`config.mk`:
```
export PLATFORM = sky130hd
export DESIGN_NAME = traffic_light_mode_controller_top
export DESIGN_NICKNAME = d
export VERILOG_FILES = /design/src/hdl/tlmc_pkg.sv /design/src/hdl/tlmc_core.sv /design/src/hdl/traffic_light_mode_controller_top.sv
export SDC_FILE = /design/constraint.sdc
export NUM_CORES = 1
export LEC_CHECK = 0
export ABC_AREA = 1
export BUFFER_PORTS_ARGS = -buffer_cell sky130_fd_sc_hd__buf_4
export CORE_MARGIN = 3
export CORE_UTILIZATION = 55
export CTS_BUF_LIST = sky130_fd_sc_hd__clkbuf_8
export CTS_CLUSTER_SIZE = 12
export DETAILED_ROUTE_END_ITERATION = 12
export PLACE_DENSITY_LB_ADDON = 0.1
export SLEW_MARGIN = 20
export SYNTH_ARGS = -nofsm -noshare
export SYNTH_HDL_FRONTEND = slang
export SYNTH_SLANG_ARGS = --single-unit
```
`constraint.sdc`:
```
create_clock -name clk -period 11.85 [get_ports clk]
set_clock_uncertainty 0.05 [all_clocks]
set_input_delay 2.37 -clock clk [delete_from_list [all_inputs] [get_ports clk]]
set_output_delay 2.37 -clock clk [all_outputs]
set_load 0.05 [all_outputs]
```
`src/hdl/tlmc_pkg.sv`:
```
// Types, codes and helpers for the traffic light mode controller.
// No dependencies; imported by tlmc_core and the top level.
`timescale 1ns / 1ps
package tlmc_pkg;

  localparam logic [7:0] MAX_TIME = 8'd99;
  localparam logic [7:0] MIN_TIME = 8'd1;

  localparam logic [3:0] ST_INIT     = 4'd0;
  localparam logic [3:0] ST_AUTO_RG  = 4'd1;
  localparam logic [3:0] ST_AUTO_RY  = 4'd2;
  localparam logic [3:0] ST_AUTO_GR  = 4'd3;
  localparam logic [3:0] ST_AUTO_YR  = 4'd4;
  localparam logic [3:0] ST_MAN_RG   = 4'd5;
  localparam logic [3:0] ST_MAN_RY   = 4'd6;
  localparam logic [3:0] ST_MAN_GR   = 4'd7;
  localparam logic [3:0] ST_MAN_YR   = 4'd8;
  localparam logic [3:0] ST_RED_EDIT = 4'd9;
  localparam logic [3:0] ST_BLINK    = 4'd15;

  localparam logic [1:0] REG_TPS  = 2'd0;
  localparam logic [1:0] REG_FAST = 2'd1;
  localparam logic [1:0] REG_SLOW = 2'd2;
  localparam logic [1:0] REG_DIG  = 2'd3;

  // lamp bit patterns, way 0 in [2:0], way 1 in [5:3]
  localparam logic [5:0] LAMPS_RG = 6'b100_001;
  localparam logic [5:0] LAMPS_RY = 6'b010_001;
  localparam logic [5:0] LAMPS_GR = 6'b001_100;
  localparam logic [5:0] LAMPS_YR = 6'b001_010;
  localparam logic [5:0] LAMPS_YY = 6'b010_010;

  typedef struct packed {
    logic tick;
    logic mode_button_press;
    logic adjust_button_press;
    logic adjust_button_long;
    logic select_button_press;
  } tlmc_in_t;

  typedef struct packed {
    logic [2:0] way0_lamps;
    logic [2:0] way1_lamps;
    logic [7:0] left_display;
    logic [7:0] right_display;
    logic [3:0] digit_enables;
    logic [3:0] state_code;
  } tlmc_out_t;

  typedef struct packed {
    logic [23:0] cnt;
    logic        flag;
  } tmr24_t;

  typedef struct packed {
    logic [15:0] cnt;
    logic        flag;
  } tmr16_t;

  typedef struct packed {
    logic [15:0] tps;
    logic [15:0] fast;
    logic [15:0] slow;
    logic [15:0] dig;
  } tlmc_cfg_t;

  typedef struct packed {
    logic [3:0] state;
    logic [7:0] red;
    logic [7:0] yellow;
    logic [7:0] green;
    logic [7:0] edit;
    tmr24_t     phase;
    tmr16_t     second;
    tmr16_t     blink;
    tmr16_t     dblink;
    logic [7:0] cd0;
    logic [7:0] cd1;
    logic [5:0] lamps;
    logic [2:0] pend;
    logic [3:0] mask;
  } tlmc_state_t;

  function automatic tmr16_t load16(input logic [15:0] d);
    tmr16_t t;
    t.cnt  = (d == 16'd0) ? 16'd1 : d;
    t.flag = 1'b0;
    return t;
  endfunction

  function automatic tmr16_t tick16(input tmr16_t t);
    tmr16_t r;
    r = t;
    if (t.cnt != 16'd0) begin
      r.cnt = t.cnt - 16'd1;
      if (r.cnt == 16'd0) r.flag = 1'b1;
    end
    return r;
  endfunction

  function automatic tmr24_t tick24(input tmr24_t t);
    tmr24_t r;
    r = t;
    if (t.cnt != 24'd0) begin
      r.cnt = t.cnt - 24'd1;
      if (r.cnt == 24'd0) r.flag = 1'b1;
    end
    return r;
  endfunction

endpackage

```
`src/hdl/tlmc_core.sv`:
```
// Next-state logic for one item: timers, press latching, mode actions and
// state entry. Depends on tlmc_pkg.
`timescale 1ns / 1ps
module tlmc_core import tlmc_pkg::*; (
  input  tlmc_state_t st,
  input  tlmc_cfg_t   cfg,
  input  tlmc_in_t    item,
  output tlmc_state_t nx
);

  logic       go_auto, go_man, go_edit, go_blink, full, ch, e_ch;
  logic [3:0] auto_s, man_s;
  logic [1:0] w, e_w;
  logic [8:0] e;
  logic [7:0] mul_a, which, r_sum;
  logic [8:0] g_sum;
  logic [23:0] prod;
  logic [2:0] wbit;

  always_comb begin
    nx = st;
    go_auto = 1'b0; go_man = 1'b0; go_edit = 1'b0; go_blink = 1'b0;
    auto_s = ST_AUTO_RG; man_s = ST_MAN_RG; e_w = 2'd0; e_ch = 1'b0;
    w = 2'd0; ch = 1'b0; e = 9'd0; which = 8'd0; g_sum = 9'd0; r_sum = 8'd0;
    wbit = 3'd0; full = 1'b0; mul_a = 8'd0; prod = 24'd0;

    if (item.tick) begin
      nx.phase  = tick24(st.phase);
      nx.second = tick16(st.second);
      nx.blink  = tick16(st.blink);
      nx.dblink = tick16(st.dblink);
    end
    nx.pend = st.pend | {item.select_button_press, item.adjust_button_press,
                         item.mode_button_press};

    case (st.state)
      ST_INIT: begin
        go_auto = 1'b1;
        auto_s  = ST_AUTO_RG;
      end
      ST_AUTO_RG, ST_AUTO_RY, ST_AUTO_GR, ST_AUTO_YR: begin
        case (st.state)
          ST_AUTO_RG: nx.lamps = LAMPS_RG;
          ST_AUTO_RY: nx.lamps = LAMPS_RY;
          ST_AUTO_GR: nx.lamps = LAMPS_GR;
          default:    nx.lamps = LAMPS_YR;
        endcase
        if (nx.second.flag) begin
          nx.cd0    = nx.cd0 - 8'd1;
          nx.cd1    = nx.cd1 - 8'd1;
          nx.second = load16(cfg.tps);
        end
        if (nx.phase.flag) begin
          go_auto = 1'b1;
          auto_s  = (st.state == ST_AUTO_YR) ? ST_AUTO_RG : st.state + 4'd1;
        end else if (nx.pend[0]) begin
          nx.pend[0] = 1'b0;
          go_edit = 1'b1;
        end else if (nx.pend[1]) begin
          nx.pend[1] = 1'b0;
          go_blink = 1'b1;
        end else if ((st.state == ST_AUTO_RG || st.state == ST_AUTO_GR) && nx.pend[2]) begin
          nx.pend[2] = 1'b0;
          go_man = 1'b1;
          man_s  = st.state + 4'd4;
        end
      end
      ST_MAN_RG, ST_MAN_GR: begin
        nx.mask  = 4'h0;
        nx.lamps = (st.state == ST_MAN_RG) ? LAMPS_RG : LAMPS_GR;
        if (nx.pend[1]) begin
          nx.pend[1] = 1'b0;
          go_man = 1'b1;
          man_s  = st.state + 4'd1;
        end else if (nx.pend[2]) begin
          nx.pend[2] = 1'b0;
          go_auto = 1'b1;
          auto_s  = st.state - 4'd4;
        end
      end
      ST_MAN_RY, ST_MAN_YR: begin
        nx.mask  = 4'h0;
        nx.lamps = (st.state == ST_MAN_RY) ? LAMPS_RY : LAMPS_YR;
        if (nx.phase.flag) begin
          go_man = 1'b1;
          man_s  = (st.state == ST_MAN_RY) ? ST_MAN_GR : ST_MAN_RG;
        end
      end
      ST_BLINK: begin
        if (nx.blink.flag) begin
          nx.lamps = nx.lamps ^ LAMPS_YY;
          nx.blink = load16(cfg.slow);
        end
        if (nx.pend[1]) begin
          nx.pend[1] = 1'b0;
          go_auto = 1'b1;
          auto_s  = ST_AUTO_RG;
        end
      end
      default: begin
        w  = 2'((st.state - ST_RED_EDIT) >> 1);
        ch = ~st.state[0];
        e  = {1'b0, st.edit} + {8'd0, nx.pend[1]} + (item.adjust_button_long ? 9'd5 : 9'd0);
        nx.pend[1] = 1'b0;
        if (e > {1'b0, MAX_TIME}) e = {1'b0, MIN_TIME};
        nx.edit = e[7:0];
        if (ch && nx.pend[2]) begin
          nx.pend[2] = 1'b0;
          case (w)
            2'd0: if (nx.edit > nx.yellow) begin
              nx.red   = nx.edit;
              nx.green = nx.edit - nx.yellow;
            end
            2'd1: if (nx.red > nx.edit) begin
              nx.yellow = nx.edit;
              nx.green  = nx.red - nx.edit;
            end
            default: begin
              g_sum    = {1'b0, nx.edit} + {1'b0, nx.yellow};
              nx.green = nx.edit;
              nx.red   = g_sum[8] ? 8'hFF : g_sum[7:0];
            end
          endcase
        end
        nx.cd0 = nx.edit;
        wbit = 3'd1 << w;
        if (nx.blink.flag) begin
          nx.lamps = nx.lamps ^ {wbit, wbit};
          nx.blink = load16(cfg.fast);
        end
        if (ch && nx.dblink.flag) begin
          nx.mask   = nx.mask[0] ? (nx.mask & 4'hC) : (nx.mask | 4'h3);
          nx.dblink = load16(cfg.dig);
        end
        which = (w == 2'd0) ? nx.red : ((w == 2'd1) ? nx.yellow : nx.green);
        if (nx.pend[0]) begin
          nx.pend[0] = 1'b0;
          if (w == 2'd2) begin
            go_auto = 1'b1;
            auto_s  = ST_AUTO_RG;
          end else begin
            go_edit = 1'b1;
            e_w     = w + 2'd1;
          end
        end else if (!ch && nx.edit != which) begin
          go_edit = 1'b1; e_w = w; e_ch = 1'b1;
        end else if (ch && nx.edit == which) begin
          go_edit = 1'b1; e_w = w;
        end
      end
    endcase

    full  = (auto_s == ST_AUTO_RG || auto_s == ST_AUTO_GR);
    mul_a = (go_auto && full) ? nx.green : nx.yellow;
    prod  = mul_a * cfg.tps;

    if (go_auto) begin
      nx.phase.cnt  = (prod == 24'd0) ? 24'd1 : prod;
      nx.phase.flag = 1'b0;
      nx.pend       = full ? 3'b000 : (nx.pend & 3'b100);
      nx.mask       = 4'hF;
      nx.second     = load16(cfg.tps);
      case (auto_s)
        ST_AUTO_RG: begin nx.cd0 = nx.red;    nx.cd1 = nx.green;  end
        ST_AUTO_GR: begin nx.cd0 = nx.green;  nx.cd1 = nx.red;    end
        default:    begin nx.cd0 = nx.yellow; nx.cd1 = nx.yellow; end
      endcase
      nx.state = auto_s;
    end
    if (go_man) begin
      if (man_s == ST_MAN_RG || man_s == ST_MAN_GR) begin
        nx.pend = nx.pend & 3'b001;
      end else begin
        nx.phase.cnt  = (prod == 24'd0) ? 24'd1 : prod;
        nx.phase.flag = 1'b0;
      end
      nx.state = man_s;
    end
    if (go_edit) begin
      wbit = 3'd1 << e_w;
      if (e_ch) begin
        nx.pend = nx.pend & 3'b010;
      end else begin
        nx.pend[0] = 1'b0;
        nx.edit = (e_w == 2'd0) ? nx.red : ((e_w == 2'd1) ? nx.yellow : nx.green);
      end
      nx.lamps = {wbit, wbit};
      nx.blink = load16(cfg.fast);
      nx.mask  = 4'hF;
      nx.cd0   = nx.edit;
      r_sum    = {4'd0, ST_RED_EDIT} + {5'd0, e_w, 1'b0} + {7'd0, e_ch};
      nx.cd1   = r_sum;
      if (e_ch) nx.dblink = load16(cfg.dig);
      nx.state = r_sum[3:0];
    end
    if (go_blink) begin
      nx.pend[1] = 1'b0;
      nx.lamps   = LAMPS_YY;
      nx.mask    = 4'h0;
      nx.blink   = load16(cfg.slow);
      nx.state   = ST_BLINK;
    end
  end

endmodule

```
`src/hdl/traffic_light_mode_controller_top.sv`:
```
// Top level of the traffic light mode controller: configuration registers,
// controller state and the result register. Depends on tlmc_pkg, tlmc_core.
//
// Usage: each input item on in_data is one pass of the control loop (an
// optional timer tick and button events). It is accepted when in_valid and
// in_ready are both high. Every item yields exactly one result item on
// out_data with lamps, display values, digit enables and the state code.
// The result of an item is valid in the cycle after it is accepted.
// Throughput is one item per cycle while the receiver does not stall, set
// by the combinational next-state logic and the one result register.
// If the receiver stalls, the result register holds its item and in_ready
// drops only while that item still waits; an item arriving in the cycle the
// result is taken is accepted at once.
// The configuration port (cfg_we, cfg_index, cfg_data) writes one register
// per cycle. Use it only while the block is idle; it does not enforce this.
// Synchronous reset puts the controller in its initial state with the
// default times, clears timers and pending presses, restores the default
// register values and empties the result register.
`timescale 1ns / 1ps
module traffic_light_mode_controller_top import tlmc_pkg::*; (
  input  logic        clk,
  input  logic        rst,
  input  logic        in_valid,
  output logic        in_ready,
  input  tlmc_in_t    in_data,
  output logic        out_valid,
  input  logic        out_ready,
  output tlmc_out_t   out_data,
  input  logic        cfg_we,
  input  logic [1:0]  cfg_index,
  input  logic [15:0] cfg_data
);

  tlmc_state_t st, st_next;
  tlmc_cfg_t   cfg;
  logic        accept;

  assign in_ready = !out_valid || out_ready;
  assign accept   = in_valid && in_ready;

  tlmc_core u_core (
    .st   (st),
    .cfg  (cfg),
    .item (in_data),
    .nx   (st_next)
  );

  always_ff @(posedge clk) begin
    if (rst) begin
      cfg.tps  <= 16'd1000;
      cfg.fast <= 16'd250;
      cfg.slow <= 16'd500;
      cfg.dig  <= 16'd250;
    end else if (cfg_we) begin
      case (cfg_index)
        REG_TPS:  cfg.tps  <= cfg_data;
        REG_FAST: cfg.fast <= cfg_data;
        REG_SLOW: cfg.slow <= cfg_data;
        REG_DIG:  cfg.dig  <= cfg_data;
        default:  cfg.tps  <= cfg.tps;
      endcase
    end
  end

  always_ff @(posedge clk) begin
    if (rst) begin
      st.state  <= ST_INIT;
      st.red    <= 8'd5;
      st.yellow <= 8'd2;
      st.green  <= 8'd3;
      st.edit   <= 8'd0;
      st.phase  <= '0;
      st.second <= '0;
      st.blink  <= '0;
      st.dblink <= '0;
      st.cd0    <= 8'd0;
      st.cd1    <= 8'd0;
      st.lamps  <= 6'd0;
      st.pend   <= 3'd0;
      st.mask   <= 4'd0;
    end else if (accept) begin
      st <= st_next;
    end
  end

  always_ff @(posedge clk) begin
    if (rst) begin
      out_valid <= 1'b0;
    end else if (accept) begin
      out_valid <= 1'b1;
    end else if (out_ready) begin
      out_valid <= 1'b0;
    end
  end

  always_ff @(posedge clk) begin
    if (accept) begin
      out_data.way0_lamps    <= st_next.lamps[2:0];
      out_data.way1_lamps    <= st_next.lamps[5:3];
      out_data.left_display  <= st_next.cd0;
      out_data.right_display <= st_next.cd1;
      out_data.digit_enables <= st_next.mask;
      out_data.state_code    <= st_next.state;
    end
  end

endmodule

```
==> results of run 1 <==
## cells in the mapped netlist, types with 5 or more instances
cell and count:
nor2_4 6, fa_1 88, nand2_2 20, o22ai_1 24, edfxtp_1 30, a22oi_1 11, o211ai_1 71, inv_2 12
nor2_2 13, buf_1 11, inv_1 426, clkinv_1 16, o21ai_1 39, dfxtp_1 206, nand3b_1 6, nand2_1 758
xnor2_1 20, buf_6 10, nor2_1 325, o21bai_1 8, a21oi_1 261, nor4_1 26, o21ai_4 5, ha_1 96
clkbuf_1 86, nand4_1 36, o221ai_1 5, nor3_1 31, buf_2 24, xor2_1 83, a31oi_1 32, buf_4 8
o21ai_0 267, nand3_1 178
## state kept, by name, indices dropped and copies added (netlist names)
name       cells
cfg           64
out_data      30
out_valid      1
st           141
## path summary, 6_finish.rpt
path	slack, ns	end	depth (start not counted)	start
worst min register to register	0.42	st[46]	2	st[46]
worst max register to register	2.13	st[81]	48	st[5]
worst max-delay path	0.61	st[81]	48	in_data[2]
worst min-delay path	0.42	st[46]	2	st[46]
## worst reg2reg max path, delay by kind of cell, from the launching register on
family          cells  cell delay (ns)
fa+ha+maj           9             3.63
buf+inv             6             0.56
xor+xnor            2             0.55
simple gates       23             2.67
flops               1             0.34
compound gates      8             1.82
## cell families (layout without fill, tap and decap cells)
group | count (synthesis) | in the layout
AO/OA/AOI/OAI | 752 | 752
buffers and inverters | 597 | 656
adder cells (fa/ha/maj) | 184 | 184
XOR/XNOR | 104 | 104
other | 2 | 5
AND/OR/NAND/NOR | 1421 | 1421
flip-flops | 236 | 236
## layout make-up
class                   instances  area (um^2)  area share (%)
repair buffers                119        905.9           3.883
flip-flops and latches        236         5025           21.54
diodes                          2        5.005         0.02145
well taps                     511        639.4           2.741
multi-input cells            2464        14190           60.81
inverters                     456         1724           7.390
clock buffers                  50        688.2           2.950
clock inverters                31        156.4          0.6704
## through the flow
stage	hold slack, ns	instance area [um^2]	instances
3_5_place_dp	0.4094	22480	3786
3_3_place_gp	0.4045	22470	3786
4_1_cts	0.4188	23320	3867
6_report	0.4191	23330	3869
5_1_grt	0.4411	23330	3869
2_1_floorplan	0.3886	21600	3297
## repair_timing
| item | CTS | global route |
|---|---|---|
| setup buffers | 0 | 0 |
| setup endpoints to repair | 0 | 5 |
| gates resized for setup | 0 | 2 |
## metal layers
metal | global-route usage (%) | up-vias | wire length (um) | part of all wire [%]
met4 | 12.29 | 2 | 2421 | 3.3
met2 | 55.02 | 1085 | 32460 | 45
met5 | 0 | - | 13 | 0.018
li1 | - | 10850 | - | -
met3 | 5.670 | 161 | 6073 | 8.4
met1 | 46.60 | 10730 | 31490 | 43
==> qor.csv, run 1 <==
metric;value;unit
area_growth;8.043;%
final_nets;3533;
synthAdderAreaFrac;13.72;%
avgSynthCellArea;6.551;um^2
cts_root_buffer;clkbuf_8;
synth_top_family_by_area;simple AND/OR/NAND/NOR gates;
synthXorXnorAreaFrac;4.253;%
tns;0;ns
place_hpwl;53890;um
cp-start-kind;input port;
hold_class;flip-flop to flip-flop;
status;completed;
synth_flop_cell;dfxtp_1;
design.core.area;38200;um^2
die_x;204.1;um
synth_cell_types;66;
crit_type;input port to flip-flop;
fin_ws;0.6122;ns
ctsLongestPathBuffers;3;
worst_setup_path_end_kind;flip-flop;
ios;60;
crit_required;12.35;ns
ant_nets;0;
routed_wl;72460;um
clock.fmax;88.99;MHz
async_flop_share;0;%
drt-vias-per-instance;5.900;
slew_viol_final;0;
slowest_stage;o21ai_4;
htreeDepth;2;
clkSlewWorstSetupHoldPaths;0.06;ns
arrival;11.73;ns
critPathTopFamily;adder cells;
die_y;204.1;um
mostFrequentLayoutCell;nand2_1;
grt_max_degree;102;
syn-instance-count;3296;
rsz0062_at_grt;false;
grtUsageTotal;34.21;%
synth_top_cell_by_area;dfxtp_1;
cts_tree;built;
dr.pass1.iters;9;
holdBufCountCts;0;
die_area;41670;um^2
yosys.area_share.simple;27.91;%
synth-seq-cells;236;
cts_sinks;236;
gp_congestion;0.9841;
fin_crit_sh;94.83;%
drive_above_1_share;7.956;%
cpMostUsedCell;nand2_1;
fillCellCount;3735;
synth_compound_area_share;19.70;%
synthTopCellsByArea;dfxtp_1 19%, nand2_1 13%, fa_1 8.2%;
drcViolationCount;0;
final_cell_mix;757 x nand2_1, 442 x inv_1, 324 x nor2_1, 266 x o21ai_0, 261 x a21oi_1;
synth_top_area_share;19.10;%
critPathBufInv;7;
pre_cts_slack;0.04672;ns
crit_fanout;15;
cts_inserted_buffers;44;
grt_pass1_vias;21430;
syn-cell-area;21590;um^2
rows;71;
grt-ovfl-total;0;
synthMuxAreaShare;0;%
slew_headroom;27.39;%
ys_seq_area_share;23.27;%
critical-path-max-stage-delay;0.56;ns
finalCriticalPeriod;11.24;ns
hold_viol_final;0;
setup_viol;0;
worstMarginPinSlew;1.086;ns
synth-edff-count;30;
drt_iter0_markers;2518;
clk_latency;0.63;ns
portBuffers;59;
drv_cap;0;
antenna_found_initial;3;
num_vias;22830;
initial_utilization;56.53;%
ys.warnings.count;0;
fin_util;61.07;%
wl_per_cell;18.73;um
grt_pass1_wl;114900;um
Power of run 1 is not shown: default switching activity piles up to over one toggle a cycle in this logic, so the estimate is an artifact.
==> inputs of run 2 (changes only) <==
- CORE_UTILIZATION: 55 -> 45
==> run 2 against run 1 <==
  * First-iteration DRC count down 27%
  * Utilization is 11 points lower
  * Register-to-register slack improved by 0.06 ns
==> qor.csv, run 2 (synthesis gave the netlist of run 1 again) <==
metric;value;unit;change
area_growth;8.535;%;
cts_root_buffer;clkbuf_8;;
reg.largest.list;st (141), cfg (64), out_data (30);;
design.core.area;46950;um^2;+23%
grt.busiest_layer;met2;;
dr.pass1.iters;6;;-3
die_area;50650;um^2;+22%
die_y;225.1;um;+10%
largest_register;st;;
ant_nets;0;;unchanged
grt-ovfl-total;0;;unchanged
cts_tree;built;;
drv_cap;0;;unchanged
grt_max_degree;97;;-4.9%
finalInstanceArea;23440;um^2;+0.46%
worst_setup_path_end_kind;flip-flop;;
place_hpwl;55760;um;+3.5%
cts_inserted_buffers;46;;+4.5%
mostFrequentLayoutCell;nand2_1;;
fin_crit_sh;94.44;%;-0.39 points
drcViolationCount;0;;unchanged
slew_viol_final;0;;unchanged
crit_fanout;19;;+4
gp_congestion;0.9907;;+0.67%
clkSlewWorstSetupHoldPaths;0.06;ns;about the same
holdBufCountCts;0;;unchanged
rows;79;;+11%
grt_use_met3;3.621;%;-2.0 points
ios;60;;unchanged
arrival;11.67;ns;-0.06 ns
routed_wl;74880;um;+3.3%
grt_pass1_wl;117800;um;+2.5%
rsz0062_at_grt;false;;
tns;0;ns;unchanged
htreeDepth;2;;unchanged
crit_type;input port to flip-flop;;
initial_utilization;45.99;%;-11 points
place_area;22420;um^2;-0.28%
hold_viol_final;0;;unchanged
setup_viol;0;;unchanged
drt-vias-per-instance;5.644;;-4.3%
clock.fmax;89.35;MHz;+0.41%
hold_class;flip-flop to flip-flop;;
final_nets;3513;;-0.57%
cp-start-kind;input port;;
drive_above_1_share;7.549;%;-0.41 points
antenna_found_initial;1;;-2
grtUsageTotal;29.12;%;-5.1 points
clk_latency;0.68;ns;+0.05 ns
status;completed;;
crit_required;12.33;ns;-0.02 ns
wl_per_cell;18.98;um;+1.3%
final_cell_mix;757 x nand2_1, 436 x inv_1, 324 x nor2_1, 266 x o21ai_0, 261 x a21oi_1;;
gr-usage-met1;37.92;%;-8.7 points
slew_headroom;22.86;%;-4.5 points
slowest_stage;fa_1;;
finalCriticalPeriod;11.19;ns;-0.04620 ns
grt.met2_usage;49.65;%;-5.4 points
cts_sinks;236;;unchanged
largest_reg_flops;141;;unchanged
cpMostUsedCell;nand2_1;;
die_x;225.1;um;+10%
worstMarginPinSlew;1.157;ns;+0.07106 ns
drt_iter0_markers;1849;;-27%
portBuffers;59;;unchanged
critical-path-max-stage-delay;0.53;ns;-0.03 ns
num_vias;22270;;-2.4%
grt_pass1_vias;21300;;-0.60%
post_cts_buffers;0;;unchanged
ctsLongestPathBuffers;3;;unchanged
run 2: changes by cell type in the layout (fill, tap and decap cells not counted), moves of 3 or more:
cell       before  now
clkinv_1       16   19
buf_4         118   97
inv_1         442  436
clkbuf_8       50   53
bufinv_16       0    4
run 2: stage by stage:
| step | worst slack (ns) | hold slack, ns | util (%) | cells |
|---|---|---|---|---|
| after global routing | 0.03216 | 0.4325 | 49.92 | 3946 |
| after detailed placement | 0.006129 | 0.4090 | 47.74 | 3860 |
| after floorplan | 1.373 | 0.3886 | - | 3297 |
| after global placement | 0.1582 | 0.4049 | 47.74 | 3860 |
| final | 0.6584 | 0.4170 | 49.92 | 3946 |
| after CTS | 0.6327 | 0.4190 | 49.89 | 3945 |
run 2: area by class of cell:
| cell class | instances | area, um^2 |
|---|---|---|
| diodes | 1 | 2.502 |
| clock buffers | 53 | 729.5 |
| clock inverters | 32 | 279.0 |
| fillers | 4876 | 23520 |
| inverters | 456 | 1724 |
| multi-input cells | 2464 | 14190 |
| flip-flops and latches | 236 | 5025 |
| well taps | 607 | 759.5 |
| repair buffers | 97 | 728.2 |
run 2: critical path, delay by kind of cell:
kind,cells,cell delay (ns)
XOR/XNOR,2,0.36
AND/OR/NAND/NOR,19,1.99
AO/OA/AOI/OAI,12,2.39
buffers and inverters,12,1.10
adder cells (fa/ha/maj),9,3.46
run 2: repair_timing:
| item | CTS | global route |
|---|---|---|
| endpoints found under the hold margin | 0 | 0 |
| setup endpoints to repair | 0 | 5 |
| gates resized for setup | 0 | 3 |
run 2: final timing paths:
path,cells after the start,startpoint,endpoint,slack [ns]
max,54,in_data[2],st[101],0.66
min,2,st[46],st[46],0.42
max reg2reg,52,st[105],st[101],2.19
min reg2reg,2,st[46],st[46],0.42
run 2: layer usage:
layer  vias up  share of wire (%)
li1      10800                  -
met1     10520                 43
met2       779                 47
met3       173                5.7
met4         0                4.0
met5         -                  0
Power of run 2 is left out for the same reason.
